==> src/rtl/core/vmet_pkg.sv <==
`default_nettype none

package vmet_pkg;

    // Fixed widths of the external fields.
    localparam int THR_W    = 42;
    localparam int OUT_W    = 32;
    localparam int IN_W     = 32;
    localparam int GF_W     = 31;
    localparam int GAIN_W   = 10;
    localparam int GROWTH_W = 32;
    localparam int ADDR_W   = 3;
    localparam int DATA_W   = 32;

    localparam logic [GROWTH_W-1:0] Q30_ONE    = 32'h4000_0000;
    localparam logic [GROWTH_W-1:0] Q30_HALF   = 32'h2000_0000;
    localparam logic [GF_W-1:0]     GF_RESET   = 31'd1073849198;
    localparam logic [GAIN_W-1:0]   GAIN_RESET = 10'd1000;

    // Register indexes, taken from paddr[2].
    localparam logic REG_GROWTH_FACTOR  = 1'b0;
    localparam logic REG_THRESHOLD_GAIN = 1'b1;

    // Multiplier operand selects.
    localparam logic [2:0] MUL_GROW    = 3'd0;
    localparam logic [2:0] MUL_MLO_G   = 3'd1;
    localparam logic [2:0] MUL_MHI_G   = 3'd2;
    localparam logic [2:0] MUL_MLO_MLO = 3'd3;
    localparam logic [2:0] MUL_MLO_MHI = 3'd4;
    localparam logic [2:0] MUL_MHI_MHI = 3'd5;

    // Accumulator operations on the registered product.
    localparam logic [2:0] ACC_HOLD     = 3'd0;
    localparam logic [2:0] ACC_LOAD     = 3'd1;
    localparam logic [2:0] ACC_ADD_SH32 = 3'd2;
    localparam logic [2:0] ACC_ADD_SH33 = 3'd3;
    localparam logic [2:0] ACC_ADD_SH64 = 3'd4;

    // Datapath operations.
    localparam logic [3:0] OP_NONE     = 4'd0;
    localparam logic [3:0] OP_LOAD_IN  = 4'd1;
    localparam logic [3:0] OP_FIRST    = 4'd2;
    localparam logic [3:0] OP_GROW     = 4'd3;
    localparam logic [3:0] OP_MIN      = 4'd4;
    localparam logic [3:0] OP_CMP      = 4'd5;
    localparam logic [3:0] OP_DIV_INIT = 4'd6;
    localparam logic [3:0] OP_DIV_STEP = 4'd7;
    localparam logic [3:0] OP_SUB      = 4'd8;
    localparam logic [3:0] OP_GAIN     = 4'd9;
    localparam logic [3:0] OP_OUT      = 4'd10;

    typedef struct packed {
        logic [2:0] mul_sel;
        logic [2:0] acc_op;
        logic [3:0] op;
    } t_dp_cmd;

endpackage

`default_nettype wire

==> src/rtl/core/vmet_regs.sv <==
`default_nettype none

module vmet_regs (
    input  wire logic                          i_clk,
    input  wire logic                          i_rst_n,
    input  wire logic                          psel,
    input  wire logic                          penable,
    input  wire logic                          pwrite,
    input  wire logic [vmet_pkg::ADDR_W-1:0]   paddr,
    input  wire logic [vmet_pkg::DATA_W-1:0]   pwdata,
    output logic      [vmet_pkg::DATA_W-1:0]   prdata,
    output logic      [vmet_pkg::GF_W-1:0]     o_growth_factor,
    output logic      [vmet_pkg::GAIN_W-1:0]   o_threshold_gain
);
    import vmet_pkg::*;

    logic [GF_W-1:0]   r_growth_factor;
    logic [GAIN_W-1:0] r_threshold_gain;
    logic              wr_en;

    // pready is tied high, so the access phase always completes the transfer.
    assign wr_en = psel & penable & pwrite;

    always_ff @(posedge i_clk) begin
        if (!i_rst_n) begin
            r_growth_factor  <= GF_RESET;
            r_threshold_gain <= GAIN_RESET;
        end else if (wr_en) begin
            case (paddr[ADDR_W-1])
                REG_GROWTH_FACTOR:  r_growth_factor  <= pwdata[GF_W-1:0];
                REG_THRESHOLD_GAIN: r_threshold_gain <= pwdata[GAIN_W-1:0];
                default: ;
            endcase
        end
    end

    always_comb begin
        case (paddr[ADDR_W-1])
            REG_GROWTH_FACTOR:  prdata = DATA_W'(r_growth_factor);
            REG_THRESHOLD_GAIN: prdata = DATA_W'(r_threshold_gain);
            default:            prdata = '0;
        endcase
    end

    assign o_growth_factor  = r_growth_factor;
    assign o_threshold_gain = r_threshold_gain;

endmodule

`default_nettype wire

==> config.mk <==
export PLATFORM = sky130hd
export DESIGN_NAME = vmet_regs
export DESIGN_NICKNAME = d
export VERILOG_FILES = /design/src/rtl/core/vmet_pkg.sv /design/src/rtl/core/vmet_regs.sv
export SDC_FILE = /design/constraint.sdc
export NUM_CORES = 1
export LEC_CHECK = 0
export BUFFER_PORTS_ARGS = -buffer_cell sky130_fd_sc_hd__buf_2
export CAP_MARGIN = 20
export CORE_MARGIN = 10
export CORE_UTILIZATION = 28
export DETAILED_ROUTE_END_ITERATION = 12
export SETUP_SLACK_MARGIN = 0.3
export SYNTH_ARGS = -nofsm -noshare
export SYNTH_HDL_FRONTEND = slang
export SYNTH_SLANG_ARGS = --single-unit
export TNS_END_PERCENT = 10
==> constraint.sdc <==
create_clock -name i_clk -period 1.6 [get_ports i_clk]
set_clock_uncertainty 0.2 [all_clocks]
set_input_delay 0.4 -clock i_clk [delete_from_list [all_inputs] [get_ports i_clk]]
set_output_delay 0.4 -clock i_clk [all_outputs]
set_load 0.1 [all_outputs]
==> impl_metrics.yaml <==
status:
  status: "finished with violations"
  failed_checks: "setup timing"
setup_path:
  critPathKind: "input port to primary output"
  arrival_ns: 1.14
  cp.required_ns: 1.00
  cp-end-kind: "primary output"
  startpoint_type: "input port"
  crit_fanout: 5
clock_network:
  htreeDepth: 2
  worstSkewPairLatency_ns: 0.28
  clockBufferDepth: 2
  cts_tree: "yes"
  cts.sinks: 41
  clkSlewWorstSetupHoldPaths_ns: 0.08
  numCtsBuffers: 5
  clock-root-buffer: "clkbuf_8"
logic_synthesis:
  yosys.area.top_type_share_pct: 41.3
  yosys_warnings: 0
  seq_area_frac_synth_pct: 41.3
  postSynthCellCount: 210
  yosysTopAreaCell: "dfxtp_1"
  syn_area_um2: 1990
  syn_avg_cell_area_um2: 9.46
  synthTopCellsByArea: "dfxtp_1 41%, mux2i_1 21%, nor2b_1 16%"
  synth_seq_cells: 41
  syn_nets: 250
  yosysUniqueCellTypes: 14
floorplanning:
  io_pins: 113
  initial_utilization_pct: 29.1
  row_count: 30
  die_x_um: 104
  coreArea_um2: 6830
  fp.dieArea_um2: 10900
  die_y_um: 104
sta:
  min_period_ns: 1.74
  fmax_mhz: 576
  setup_ws_ns: -0.137
  grt_setup_unrepaired: "true"
  hold_violations: 0
  drv_slew: 0
  period_share_pct: 109
  finalSetupViolations: 31
global_routing:
  overflow: 0
  grt_pass1_vias: 1948
  antenna_found_initial: 0
  grt_pass1_wl_um: 10400
  grt_max_degree: 39
  track_usage_pct: 11.8
routing:
  dr_wl_met2_um: 3340
  initialDrtViolationCount: 15
  wl_met3_um: 519
  met1_length_um: 2610
  ant_nets: 0
  highest_layer: "met4"
  drc: 0
  wire_per_inst_um: 15.6
  via_per_inst: 4.28
  vias: 1794
  routed_wl_um: 6520
  dr.pass1.iters: 2
pwr:
  ir_worst_vdd_uv: 304
  switchingPower_mw: 0.861
  power_frac_seq_pct: 39.6
  p_int_mw: 1.73
  clkPwrFrac_pct: 28.6
  switching_share_pct: 33.2
  report.power.total_mw: 2.59
  leakagePower_nw: 1.76
  p_per_area_nw_per_um2: 597
  combPwrFrac_pct: 31.8
finish:
  n_fill_cell: 536
  drive_gt1_share_pct: 63.8
  fin_util_pct: 63.5
  area_delta_synth_final_pct: 118
  nets: 362
  diodes: 0
placed_design:
  io_buffers: 108
  place_congestion: 0.686
  dp_hpwl_um: 5270
hold_path:
  hp-class: "input port to flip-flop"
flow_run:
  max_cap_violations: 0
path summary, 6_finish.rpt:
path / from / end / slack (ns) / depth (start not counted)
max reg2reg: o_growth_factor[6] / o_growth_factor[6] / 0.69 / 2
min reg2reg: o_growth_factor[0] / o_growth_factor[0] / 0.29 / 2
min: pwdata[24] / o_growth_factor[24] / 0.15 / 3
max: paddr[2] / prdata[0] / -0.14 / 4
worst max-delay path, stage by stage:
cell    delay [ns]
buf_12        0.11
buf_12        0.13
mux2_4        0.31
buf_12        0.17
state kept, by name (all words and copies together), names as in the netlist:
| signal | count |
|---|---|
| o_growth_factor | 31 |
| o_threshold_gain | 10 |
cells in the mapped netlist:
master / number
mux2i_1: 41
buf_8: 3
and4b_1: 1
buf_6: 2
mux2_2: 10
buf_2: 2
nand2_1: 46
dfxtp_1: 41
nand4_2: 1
buf_4: 1
nor2b_1: 50
clkbuf_1: 10
conb_1: 1
and4_1: 1
logic make-up after synthesis:
logic type	share of synthesized area [%]
and+or+nand+nor	26.0
buffers and inverters	6.17
other	0.189
muxes	26.3
DFF	41.3
per-layer routing:
metal / vias up / track usage [%]
li1: 904 / -
met4: 0 / 2.98
met2: 66 / 20.5
met3: 6 / 5.02
met1: 818 / 12.8
met5: - / 0
power groups by stage:
stage,Combinational (mW),Clock (mW),Sequential [mW]
floorplan,0.353,0,1.22
global placement,0.796,0,1.07
detailed placement,0.805,0,1.07
CTS,0.829,0.780,1.04
global route,0.854,0.827,1.03
finish,0.822,0.741,1.03
metrics by stage:
stage | area, um^2 | hold slack (ns) | setup WS (ns) | setup TNS [ns] | instances
after floorplan | 2340 | 0.332 | -0.199 | -5.18 | 210
after global placement | 4110 | 0.272 | -0.199 | -9.07 | 408
after detailed placement | 4110 | 0.276 | -0.210 | -10.07 | 408
after CTS | 4310 | 0.137 | -0.144 | -3.65 | 419
after global routing | 4340 | 0.140 | -0.151 | -4.01 | 419
final | 4340 | 0.146 | -0.137 | -3.49 | 419
repair_timing:
| action | CTS | global route |
|---|---|---|
| cloned | 1 | 0 |
| hold buffers | 0 | 0 |
| setup buffers | 2 | 0 |
| endpoints found under the setup margin | 113 | 106 |
| resized for setup | 18 | 11 |
placed cells by master, fill, tap and decap left out:
cell type  netlist  routed
nor2b_4          0      21
mux2_4           0      10
clkinv_2         0       1
conb_1           1       1
nand2_1         46      46
and4_4           0       1
nand4_4          0       1
buf_6            2       2
dfxtp_4          0      37
buf_2            2      35
buf_8            3       1
clkbuf_8         0       5
clkbuf_1        10       1
buf_4            1       2
buf_16           0       1
buf_12           0      82
mux2i_1         41      40
clkbuf_16        0       1
dfxtp_2          0       4
nor2b_1         50      29
and4b_2          0       1
mux2i_2          0       1
cell type report:
class	instances	area, um^2	share of cell area (%)
well taps	96	120	2.77
clock inverters	1	5.00	0.115
multi-input cells	151	1250	28.9
flip-flops and latches	41	965	22.2
clock buffers	7	97.6	2.25
repair buffers	123	1900	43.7
(Power assumes the default switching activity.)
