--- config.mk ---
export PLATFORM = sky130hd
export DESIGN_NAME = vmet_ctrl
export DESIGN_NICKNAME = d
export VERILOG_FILES = /design/src/rtl/core/vmet_pkg.sv /design/src/rtl/core/vmet_ctrl.sv
export SDC_FILE = /design/constraint.sdc
export NUM_CORES = 1
export LEC_CHECK = 0
export ABC_AREA = 1
export BUFFER_PORTS_ARGS = -buffer_cell sky130_fd_sc_hd__buf_2
export CORE_UTILIZATION = 40
export CTS_BUF_LIST = sky130_fd_sc_hd__clkbuf_8
export DETAILED_ROUTE_END_ITERATION = 16
export SETUP_SLACK_MARGIN = 0.05
export SYNTH_ARGS = -nofsm -noshare
export SYNTH_HDL_FRONTEND = slang
export SYNTH_SLANG_ARGS = --single-unit
--- constraint.sdc ---
create_clock -name i_clk -period 2.7 [get_ports i_clk]
set_input_delay 0.54 -clock i_clk [delete_from_list [all_inputs] [get_ports i_clk]]
set_output_delay 0.54 -clock i_clk [all_outputs]
set_load 0.005 [all_outputs]
--- src/rtl/core/vmet_pkg.sv ---
`default_nettype none

package vmet_pkg;

    // Fixed widths of the external fields.
    localparam int THR_W    = 42;
    localparam int OUT_W    = 32;
    localparam int IN_W     = 32;
    localparam int GF_W     = 31;
    localparam int GAIN_W   = 10;
    localparam int GROWTH_W = 32;
    localparam int ADDR_W   = 3;
    localparam int DATA_W   = 32;

    localparam logic [GROWTH_W-1:0] Q30_ONE    = 32'h4000_0000;
    localparam logic [GROWTH_W-1:0] Q30_HALF   = 32'h2000_0000;
    localparam logic [GF_W-1:0]     GF_RESET   = 31'd1073849198;
    localparam logic [GAIN_W-1:0]   GAIN_RESET = 10'd1000;

    // Register indexes, taken from paddr[2].
    localparam logic REG_GROWTH_FACTOR  = 1'b0;
    localparam logic REG_THRESHOLD_GAIN = 1'b1;

    // Multiplier operand selects.
    localparam logic [2:0] MUL_GROW    = 3'd0;
    localparam logic [2:0] MUL_MLO_G   = 3'd1;
    localparam logic [2:0] MUL_MHI_G   = 3'd2;
    localparam logic [2:0] MUL_MLO_MLO = 3'd3;
    localparam logic [2:0] MUL_MLO_MHI = 3'd4;
    localparam logic [2:0] MUL_MHI_MHI = 3'd5;

    // Accumulator operations on the registered product.
    localparam logic [2:0] ACC_HOLD     = 3'd0;
    localparam logic [2:0] ACC_LOAD     = 3'd1;
    localparam logic [2:0] ACC_ADD_SH32 = 3'd2;
    localparam logic [2:0] ACC_ADD_SH33 = 3'd3;
    localparam logic [2:0] ACC_ADD_SH64 = 3'd4;

    // Datapath operations.
    localparam logic [3:0] OP_NONE     = 4'd0;
    localparam logic [3:0] OP_LOAD_IN  = 4'd1;
    localparam logic [3:0] OP_FIRST    = 4'd2;
    localparam logic [3:0] OP_GROW     = 4'd3;
    localparam logic [3:0] OP_MIN      = 4'd4;
    localparam logic [3:0] OP_CMP      = 4'd5;
    localparam logic [3:0] OP_DIV_INIT = 4'd6;
    localparam logic [3:0] OP_DIV_STEP = 4'd7;
    localparam logic [3:0] OP_SUB      = 4'd8;
    localparam logic [3:0] OP_GAIN     = 4'd9;
    localparam logic [3:0] OP_OUT      = 4'd10;

    typedef struct packed {
        logic [2:0] mul_sel;
        logic [2:0] acc_op;
        logic [3:0] op;
    } t_dp_cmd;

endpackage

`default_nettype wire

--- src/rtl/core/vmet_ctrl.sv ---
`default_nettype none

module vmet_ctrl #(
    parameter int ENERGY_BITS = 32
) (
    input  wire logic              i_clk,
    input  wire logic              i_rst_n,
    input  wire logic              i_in_valid,
    input  wire logic              i_first_frame,
    output logic                   o_in_ready,
    output logic                   o_out_valid,
    input  wire logic              i_out_ready,
    output vmet_pkg::t_dp_cmd      o_cmd
);
    import vmet_pkg::*;

    localparam int MB = ENERGY_BITS + 16;
    localparam int CW = $clog2(MB + 2);

    localparam logic [4:0] S_IDLE  = 5'd0;
    localparam logic [4:0] S_FIRST = 5'd1;
    localparam logic [4:0] S_GMUL  = 5'd2;
    localparam logic [4:0] S_GUPD  = 5'd3;
    localparam logic [4:0] S_MMUL0 = 5'd4;
    localparam logic [4:0] S_MMUL1 = 5'd5;
    localparam logic [4:0] S_MACC  = 5'd6;
    localparam logic [4:0] S_MUPD  = 5'd7;
    localparam logic [4:0] S_CMP   = 5'd8;
    localparam logic [4:0] S_SQ0   = 5'd9;
    localparam logic [4:0] S_SQ1   = 5'd10;
    localparam logic [4:0] S_SQ2   = 5'd11;
    localparam logic [4:0] S_SQ3   = 5'd12;
    localparam logic [4:0] S_DINIT = 5'd13;
    localparam logic [4:0] S_DIV   = 5'd14;
    localparam logic [4:0] S_SUB   = 5'd15;
    localparam logic [4:0] S_GAIN  = 5'd16;
    localparam logic [4:0] S_DONE  = 5'd17;

    logic [4:0]    r_state, n_state;
    logic [CW-1:0] r_cnt, n_cnt;
    logic          r_out_valid, n_out_valid;
    logic          load_out;

    always_comb begin
        n_state     = r_state;
        n_cnt       = r_cnt;
        load_out    = 1'b0;
        o_cmd       = '{mul_sel: MUL_GROW, acc_op: ACC_HOLD, op: OP_NONE};
        case (r_state)
            S_IDLE: begin
                if (i_in_valid) begin
                    o_cmd.op = OP_LOAD_IN;
                    n_state  = i_first_frame ? S_FIRST : S_GMUL;
                end
            end
            S_FIRST: begin
                o_cmd.op = OP_FIRST;
                n_state  = S_SQ0;
            end
            S_GMUL: begin
                o_cmd.mul_sel = MUL_GROW;
                n_state       = S_GUPD;
            end
            S_GUPD: begin
                o_cmd.op = OP_GROW;
                n_state  = S_MMUL0;
            end
            S_MMUL0: begin
                o_cmd.mul_sel = MUL_MLO_G;
                n_state       = S_MMUL1;
            end
            S_MMUL1: begin
                o_cmd.mul_sel = MUL_MHI_G;
                o_cmd.acc_op  = ACC_LOAD;
                n_state       = S_MACC;
            end
            S_MACC: begin
                o_cmd.acc_op = ACC_ADD_SH32;
                n_state      = S_MUPD;
            end
            S_MUPD: begin
                o_cmd.op = OP_MIN;
                n_state  = S_CMP;
            end
            S_CMP: begin
                o_cmd.op = OP_CMP;
                n_state  = S_SQ0;
            end
            // The square is built from three partial products; the cross term
            // appears twice, so it is added once shifted by one more bit.
            S_SQ0: begin
                o_cmd.mul_sel = MUL_MLO_MLO;
                n_state       = S_SQ1;
            end
            S_SQ1: begin
                o_cmd.mul_sel = MUL_MLO_MHI;
                o_cmd.acc_op  = ACC_LOAD;
                n_state       = S_SQ2;
            end
            S_SQ2: begin
                o_cmd.mul_sel = MUL_MHI_MHI;
                o_cmd.acc_op  = ACC_ADD_SH33;
                n_state       = S_SQ3;
            end
            S_SQ3: begin
                o_cmd.acc_op = ACC_ADD_SH64;
                n_state      = S_DINIT;
            end
            S_DINIT: begin
                o_cmd.op = OP_DIV_INIT;
                n_cnt    = CW'(MB);
                n_state  = S_DIV;
            end
            S_DIV: begin
                o_cmd.op = OP_DIV_STEP;
                if (r_cnt == '0) begin
                    n_state = S_SUB;
                end else begin
                    n_cnt = r_cnt - 1'b1;
                end
            end
            S_SUB: begin
                o_cmd.op = OP_SUB;
                n_state  = S_GAIN;
            end
            S_GAIN: begin
                o_cmd.op = OP_GAIN;
                n_state  = S_DONE;
            end
            S_DONE: begin
                if (!r_out_valid || i_out_ready) begin
                    o_cmd.op = OP_OUT;
                    load_out = 1'b1;
                    n_state  = S_IDLE;
                end
            end
            default: begin
                n_state = S_IDLE;
            end
        endcase
    end

    always_comb begin
        n_out_valid = r_out_valid;
        if (load_out) begin
            n_out_valid = 1'b1;
        end else if (i_out_ready) begin
            n_out_valid = 1'b0;
        end
    end

    always_ff @(posedge i_clk) begin
        if (!i_rst_n) begin
            r_state     <= S_IDLE;
            r_cnt       <= '0;
            r_out_valid <= 1'b0;
        end else begin
            r_state     <= n_state;
            r_cnt       <= n_cnt;
            r_out_valid <= n_out_valid;
        end
    end

    assign o_in_ready  = (r_state == S_IDLE);
    assign o_out_valid = r_out_valid;

endmodule

`default_nettype wire

==> results of run 1 <==
==> area by class of cell <==
class,count,share of cell area
Clock buffer,4,0.0504
Sequential cell,12,0.220
Tap cell,28,0.0321
Timing Repair Buffer,16,0.0733
Multi-Input combinational cell,117,0.538
Inverter,25,0.0859
==> power by group <==
group / switching (uW) / internal (uW)
Clock: 68.7 / 129
Sequential: 50.8 / 204
Combinational: 289 / 168
Total: 408 / 501
==> per-layer routing <==
layer | part of all wire | GRT usage
met5 | 0 | 0
met4 | 0.030 | 0.119
met3 | 0.033 | 0.0216
met2 | 0.46 | 0.327
met1 | 0.47 | 0.249
==> flip-flops by register name, indices dropped and copies added (netlist names) <==
register	flops
o_out_valid	1
r_cnt	6
r_state	5
==> critical path, stage by stage, from the launching register on <==
cell,delay [ps]
dfxtp_1,540
inv_1,70
nand2_1,90
nor2_2,80
nand2_4,90
inv_1,40
nor2_1,220
nand4_1,120
buf_2,140
==> synth_stat cells, drive strengths merged <==
library cell	n	share of area
o21ai	4	0.022
nor2	30	0.15
inv	25	0.10
nand3	21	0.14
xor2	1	0.0095
dfxtp	12	0.26
nand2	40	0.18
nand4	3	0.020
a31oi	2	0.014
a21oi	13	0.071
ha	2	0.027
a21boi	1	0.0081
==> how the worst max path moves through the flow <==
stage,startpoint,to,cells after the start
2_1_floorplan,r_state[1]$_SDFFE_PN0P_,o_cmd[1],7
3_3_place_gp,r_state[1]$_SDFFE_PN0P_,o_cmd[1],8
4_1_cts,r_state[1]$_SDFFE_PN0P_,o_cmd[1],8
6_report,r_state[1]$_SDFFE_PN0P_,o_cmd[1],8
3_5_place_dp,r_state[1]$_SDFFE_PN0P_,o_cmd[1],8
5_1_grt,r_state[1]$_SDFFE_PN0P_,o_cmd[2],8
==> logic make-up after synthesis <==
kind of cell / after synthesis / synth area share
xor+xnor: 1 / 0.00950
compound gates: 20 / 0.114
fa+ha+maj: 2 / 0.0271
flops: 12 / 0.261
simple gates: 94 / 0.487
buf+inv: 25 / 0.102
==> per-stage QoR <==
step	util	setup slack, ps
after detailed placement	0.473	788
after global routing	0.499	376
after CTS	0.499	511
after floorplan	-	1120
after global placement	0.473	803
final	0.499	510
==> results.yml, run 1 <==
outcome:
  status: "complete, no violations"
timing:
  min_period_over_period: 0.811
  slew_headroom: 0.747
  slew_violations: 0
  final.setup.tns_ps: 0
  worst-slew-pin-transition_ps: 379
  timing.final.setup_violations: 0
  final_period_minus_worst_setup_slack_ps: 2190
  final.hold.worst_slack_ps: 487
  skew_ps: 0.650
  unrepaired_setup_endpoints_after_global_routing: "false"
  fmax_mhz: 457
  fin_hold_viols: 0
final_layout:
  fill_cells: 248
  layout-drive-gt1-share: 0.201
  layout.cells.most_common: "nand2_1"
  multi_input_area_um2: 588
  flow.area_growth_from_synthesis_pct: 18.5
  finish.net_count: 182
  fin_area_um2: 1090
  antennaDiodeCount: 0
  layout.cells.most_common_list: "nand2_1, nor2_1, inv_1"
  sequential_cell_area_um2: 240
  final-instance-count-excl-fill: 202
setup_path:
  worst-endpoint-arrival_ps: 1650
  r2r_slack_ps: 1290
  worstRegToRegCells: 9
  reg_to_reg_critical_path_startpoint: "r_state[3]$_SDFFE_PN0P_"
  worstSetupPathType: "reg -> out"
  setup.worst_path.end_class: "output port"
  critPathRequiredTime_ps: 2160
  worst_path_fanout_max: 7
  crit_start_category: "flop"
  endpoint_of_the_worst_slack_reg_to_reg_timing_path: "r_cnt[0]$_SDFFE_PN0P_"
clocking:
  cts_hold_repair.buffers: 0
  cell_at_the_root_of_the_clock_tree: "clkbuf_8"
  buffer_depth_of_the_longest_clock_path: 2
  clk-insertion-delay-late_ps: 240
  cts.repair_timing.setup_buffer_count: 0
  tritoncts_num_sinks: 12
  clk_pin_slew_worst_paths_ps: 50
  clock_tree.htree_level_count: 1
  post_cts.resized_instances: 0
  clock_tree_from_tritoncts: "yes"
  numCtsBuffers: 3
global_route:
  grt_pass1_wl_um: 3820
  number_of_global_route_vias_before_repair: 889
  grt_start_max_net_pins: 9
  grt_antenna_before_repair: 0
  grt-ovfl-total: 0
  grt_use_total: 0.200
floorplan:
  dieArea_um2: 2500
  placeable_core_region_um2: 2190
  die-width_um: 50.0
  die_h_um: 50.0
  initial_cell_density_of_the_core: 0.421
  std_cell_rows: 17
  io_pins: 17
hold_path:
  worstHoldPathType: "reg -> reg"
  worst_hold_startpoint: "r_cnt[4]$_SDFFE_PN0P_"
  worst_hold_path.endpoint: "r_cnt[4]$_SDFFE_PN0P_"
  min_path_cells: 2
yosys:
  postSynthCellCount: 154
  syn_avg_cell_area_um2: 5.99
  synth_nets: 161
  synth_warnings: 0
  synth_area_um2: 922
  synth_seq_cells: 12
  synth-seq-area-share: 0.261
  synthDistinctLibCells: 19
power:
  powerDensity_nw_per_um2: 833
  power.total_uw: 910
  p_leak_uw: 0.000615
  power.ir.vdd_worst_mv: 0.377
drt:
  route.final.wire_length_um: 2250
  post_drt_wl_per_cell_um: 11.2
  initialDrtViolationCount: 25
  post_drt_via_cell_ratio: 5.00
  antenna_violating_nets_post_route: 0
  firstDrtPassIters: 4
  routed-via-count: 1009
  drt_drc_violations_left: 0
run:
  cap_viol_max_count: 0
placement:
  portBuffers: 16
  placed_area_um2: 1040
  dp.cells: 198
  place_hpwl_um: 1830
  gp_routability_congestion: 0.895
No activity file was read; power rests on OpenSTA's default activity.
==> run 2: changes to the inputs <==
Clock period 2.7 ns to 2 ns, I/O delays scaled along.
==> run 2 against run 1 <==
Critical path type unchanged. Sequential cell count unchanged. Routed wire length increased by 5.5%. Cell count grew 0.50%. Clock-buffer cell count is the same. Clock power rose by 43%. Die area did not move. Clock skew up 4.0 ps. Largest cell class unchanged. Via count grew 5.0%. Critical path depth down 2.
==> results.yml, run 2 (synthesis gave the netlist of run 1 again) <==
drt:
  routed-via-count: 1059
  antenna_violating_nets_post_route: 0
  drt_drc_violations_left: 0
  post_drt_wl_per_cell_um: 11.7
  post_drt_via_cell_ratio: 5.22
  initialDrtViolationCount: 42
  route.final.wire_length_um: 2380
  firstDrtPassIters: 5
final_layout:
  finish.net_count: 183
  sequential_cell_area_um2: 243
  fin_util: 0.505
  antennaDiodeCount: 0
  fill_cells: 247
  layout.cells.most_common: "nand2_1"
  flow.area_growth_from_synthesis_pct: 20.1
  largest_register_ffs: 6
  layout.cells.most_common_list: "nand2_1, nor2_1, inv_1"
  largest-register: "r_cnt"
  layout-drive-gt1-share: 0.229
  multi_input_area_um2: 593
clocking:
  clock_tree.htree_level_count: 1
  clk_pin_slew_worst_paths_ps: 60
  buffer_depth_of_the_longest_clock_path: 2
  cts_hold_repair.buffers: 0
  numCtsBuffers: 3
  tritoncts_num_sinks: 12
  cell_at_the_root_of_the_clock_tree: "clkbuf_8"
  clk-insertion-delay-late_ps: 250
  clock_tree_from_tritoncts: "yes"
placement:
  dp_worst_setup_slack_ps: 307
  place_hpwl_um: 1870
  portBuffers: 16
  gp_routability_congestion: 0.897
timing:
  slew_headroom: 0.788
  fin_hold_viols: 0
  final_period_minus_worst_setup_slack_ps: 1840
  worst-slew-pin-transition_ps: 317
  final.hold.worst_slack_ps: 439
  min_period_over_period: 0.922
  final.setup.tns_ps: 0
  fmax_mhz: 542
  slew_violations: 0
  timing.final.setup_violations: 0
  unrepaired_setup_endpoints_after_global_routing: "false"
  setup_slack_ps: 155
  skew_ps: 4.69
outcome:
  status: "complete, no violations"
floorplan:
  dieArea_um2: 2500
  io_pins: 17
  placeable_core_region_um2: 2190
  std_cell_rows: 17
  die_h_um: 50.0
  initial_cell_density_of_the_core: 0.421
  die-width_um: 50.0
setup_path:
  setup.worst_path.end_class: "output port"
  cp_slowest_cell: "dfxtp_2"
  worst-path-buf-inv: 2
  r2r_slack_ps: 540
  crit_chain: "inv_2, nand2_1, nor2_4, a21boi_0, nand2_1, buf_2"
  critPathRequiredTime_ps: 1600
  crit_start_category: "flop"
  cpMostUsedCell: "nand2_1"
  worst-endpoint-arrival_ps: 1440
  worstRegToRegCells: 9
  worstSetupPathType: "reg -> out"
  critical_path.top_delay_family: "flip-flops"
  slowest_delay_ps: 410
  reg_to_reg_critical_path_startpoint: "r_state[3]$_SDFFE_PN0P_"
  worst_path_fanout_max: 6
  endpoint_of_the_worst_slack_reg_to_reg_timing_path: "r_cnt[0]$_SDFFE_PN0P_"
power:
  power.ir.vdd_worst_mv: 0.663
  powerDensity_nw_per_um2: 1140
  p_leak_uw: 0.000621
global_route:
  grt_antenna_before_repair: 0
  grt-ovfl-total: 0
  number_of_global_route_vias_before_repair: 876
  grt_start_max_net_pins: 9
  grt_pass1_wl_um: 3870
  grt_use_total: 0.207
hold_path:
  worstHoldPathType: "in -> reg"
  worst_hold_path.endpoint: "r_cnt[2]$_SDFFE_PN0P_"
  min_path_cells: 3
  worst_hold_startpoint: "i_rst_n"
run:
  cap_viol_max_count: 0
-- run 2: layer usage --
layer,wire length [um],track usage
met1,1040,0.239
met2,1140,0.367
met3,147,0.0463
met4,55,0.0714
met5,0,0
-- run 2: final cells by class --
type / instances / area share
multi-input combinational: 117 / 0.536
sequential: 12 / 0.219
inverter: 25 / 0.0847
timing repair buffer: 17 / 0.0791
clock buffer: 4 / 0.0497
tap: 28 / 0.0316
-- run 2: worst reg2reg max path: stages, from the launching register on --
cell     delay (ps)
dfxtp_1         430
nand2_1         150
inv_2           140
nand3_4         110
inv_2           130
nand2_2          70
nand2_4         100
inv_2            70
a21oi_1         110
nor2_1           50
-- run 2: worst max path at each step --
stage,from,to,slack [ps],depth (start not counted)
after floorplan,r_state[1]$_SDFFE_PN0P_,o_cmd[1],560,7
after global placement,r_state[1]$_SDFFE_PN0P_,o_cmd[1],370,8
after detailed placement,r_state[1]$_SDFFE_PN0P_,o_cmd[1],310,8
after CTS,r_state[4]$_SDFFE_PN0P_,o_cmd[3],90,6
after global routing,r_state[3]$_SDFFE_PN0P_,o_cmd[1],70,7
final,r_state[4]$_SDFFE_PN0P_,o_cmd[3],160,6
-- run 2: stage by stage --
stage	instances	total power [uW]	cell area, um^2
floorplan	154	783	922
CTS	203	1250	1100
global route	203	1350	1110
global placement	199	977	1040
finish	203	1260	1110
detailed placement	199	967	1040
-- run 2: where the power goes --
part | switching, uW | internal (uW)
Sequential | 65.8 | 278
Combinational | 408 | 229
Clock | 109 | 175
Total | 583 | 681
-- run 2: repair_timing --
item	4_1_cts	5_1_grt
resized for setup	1	3
setup buffers	0	0
setup endpoints to repair	2	5
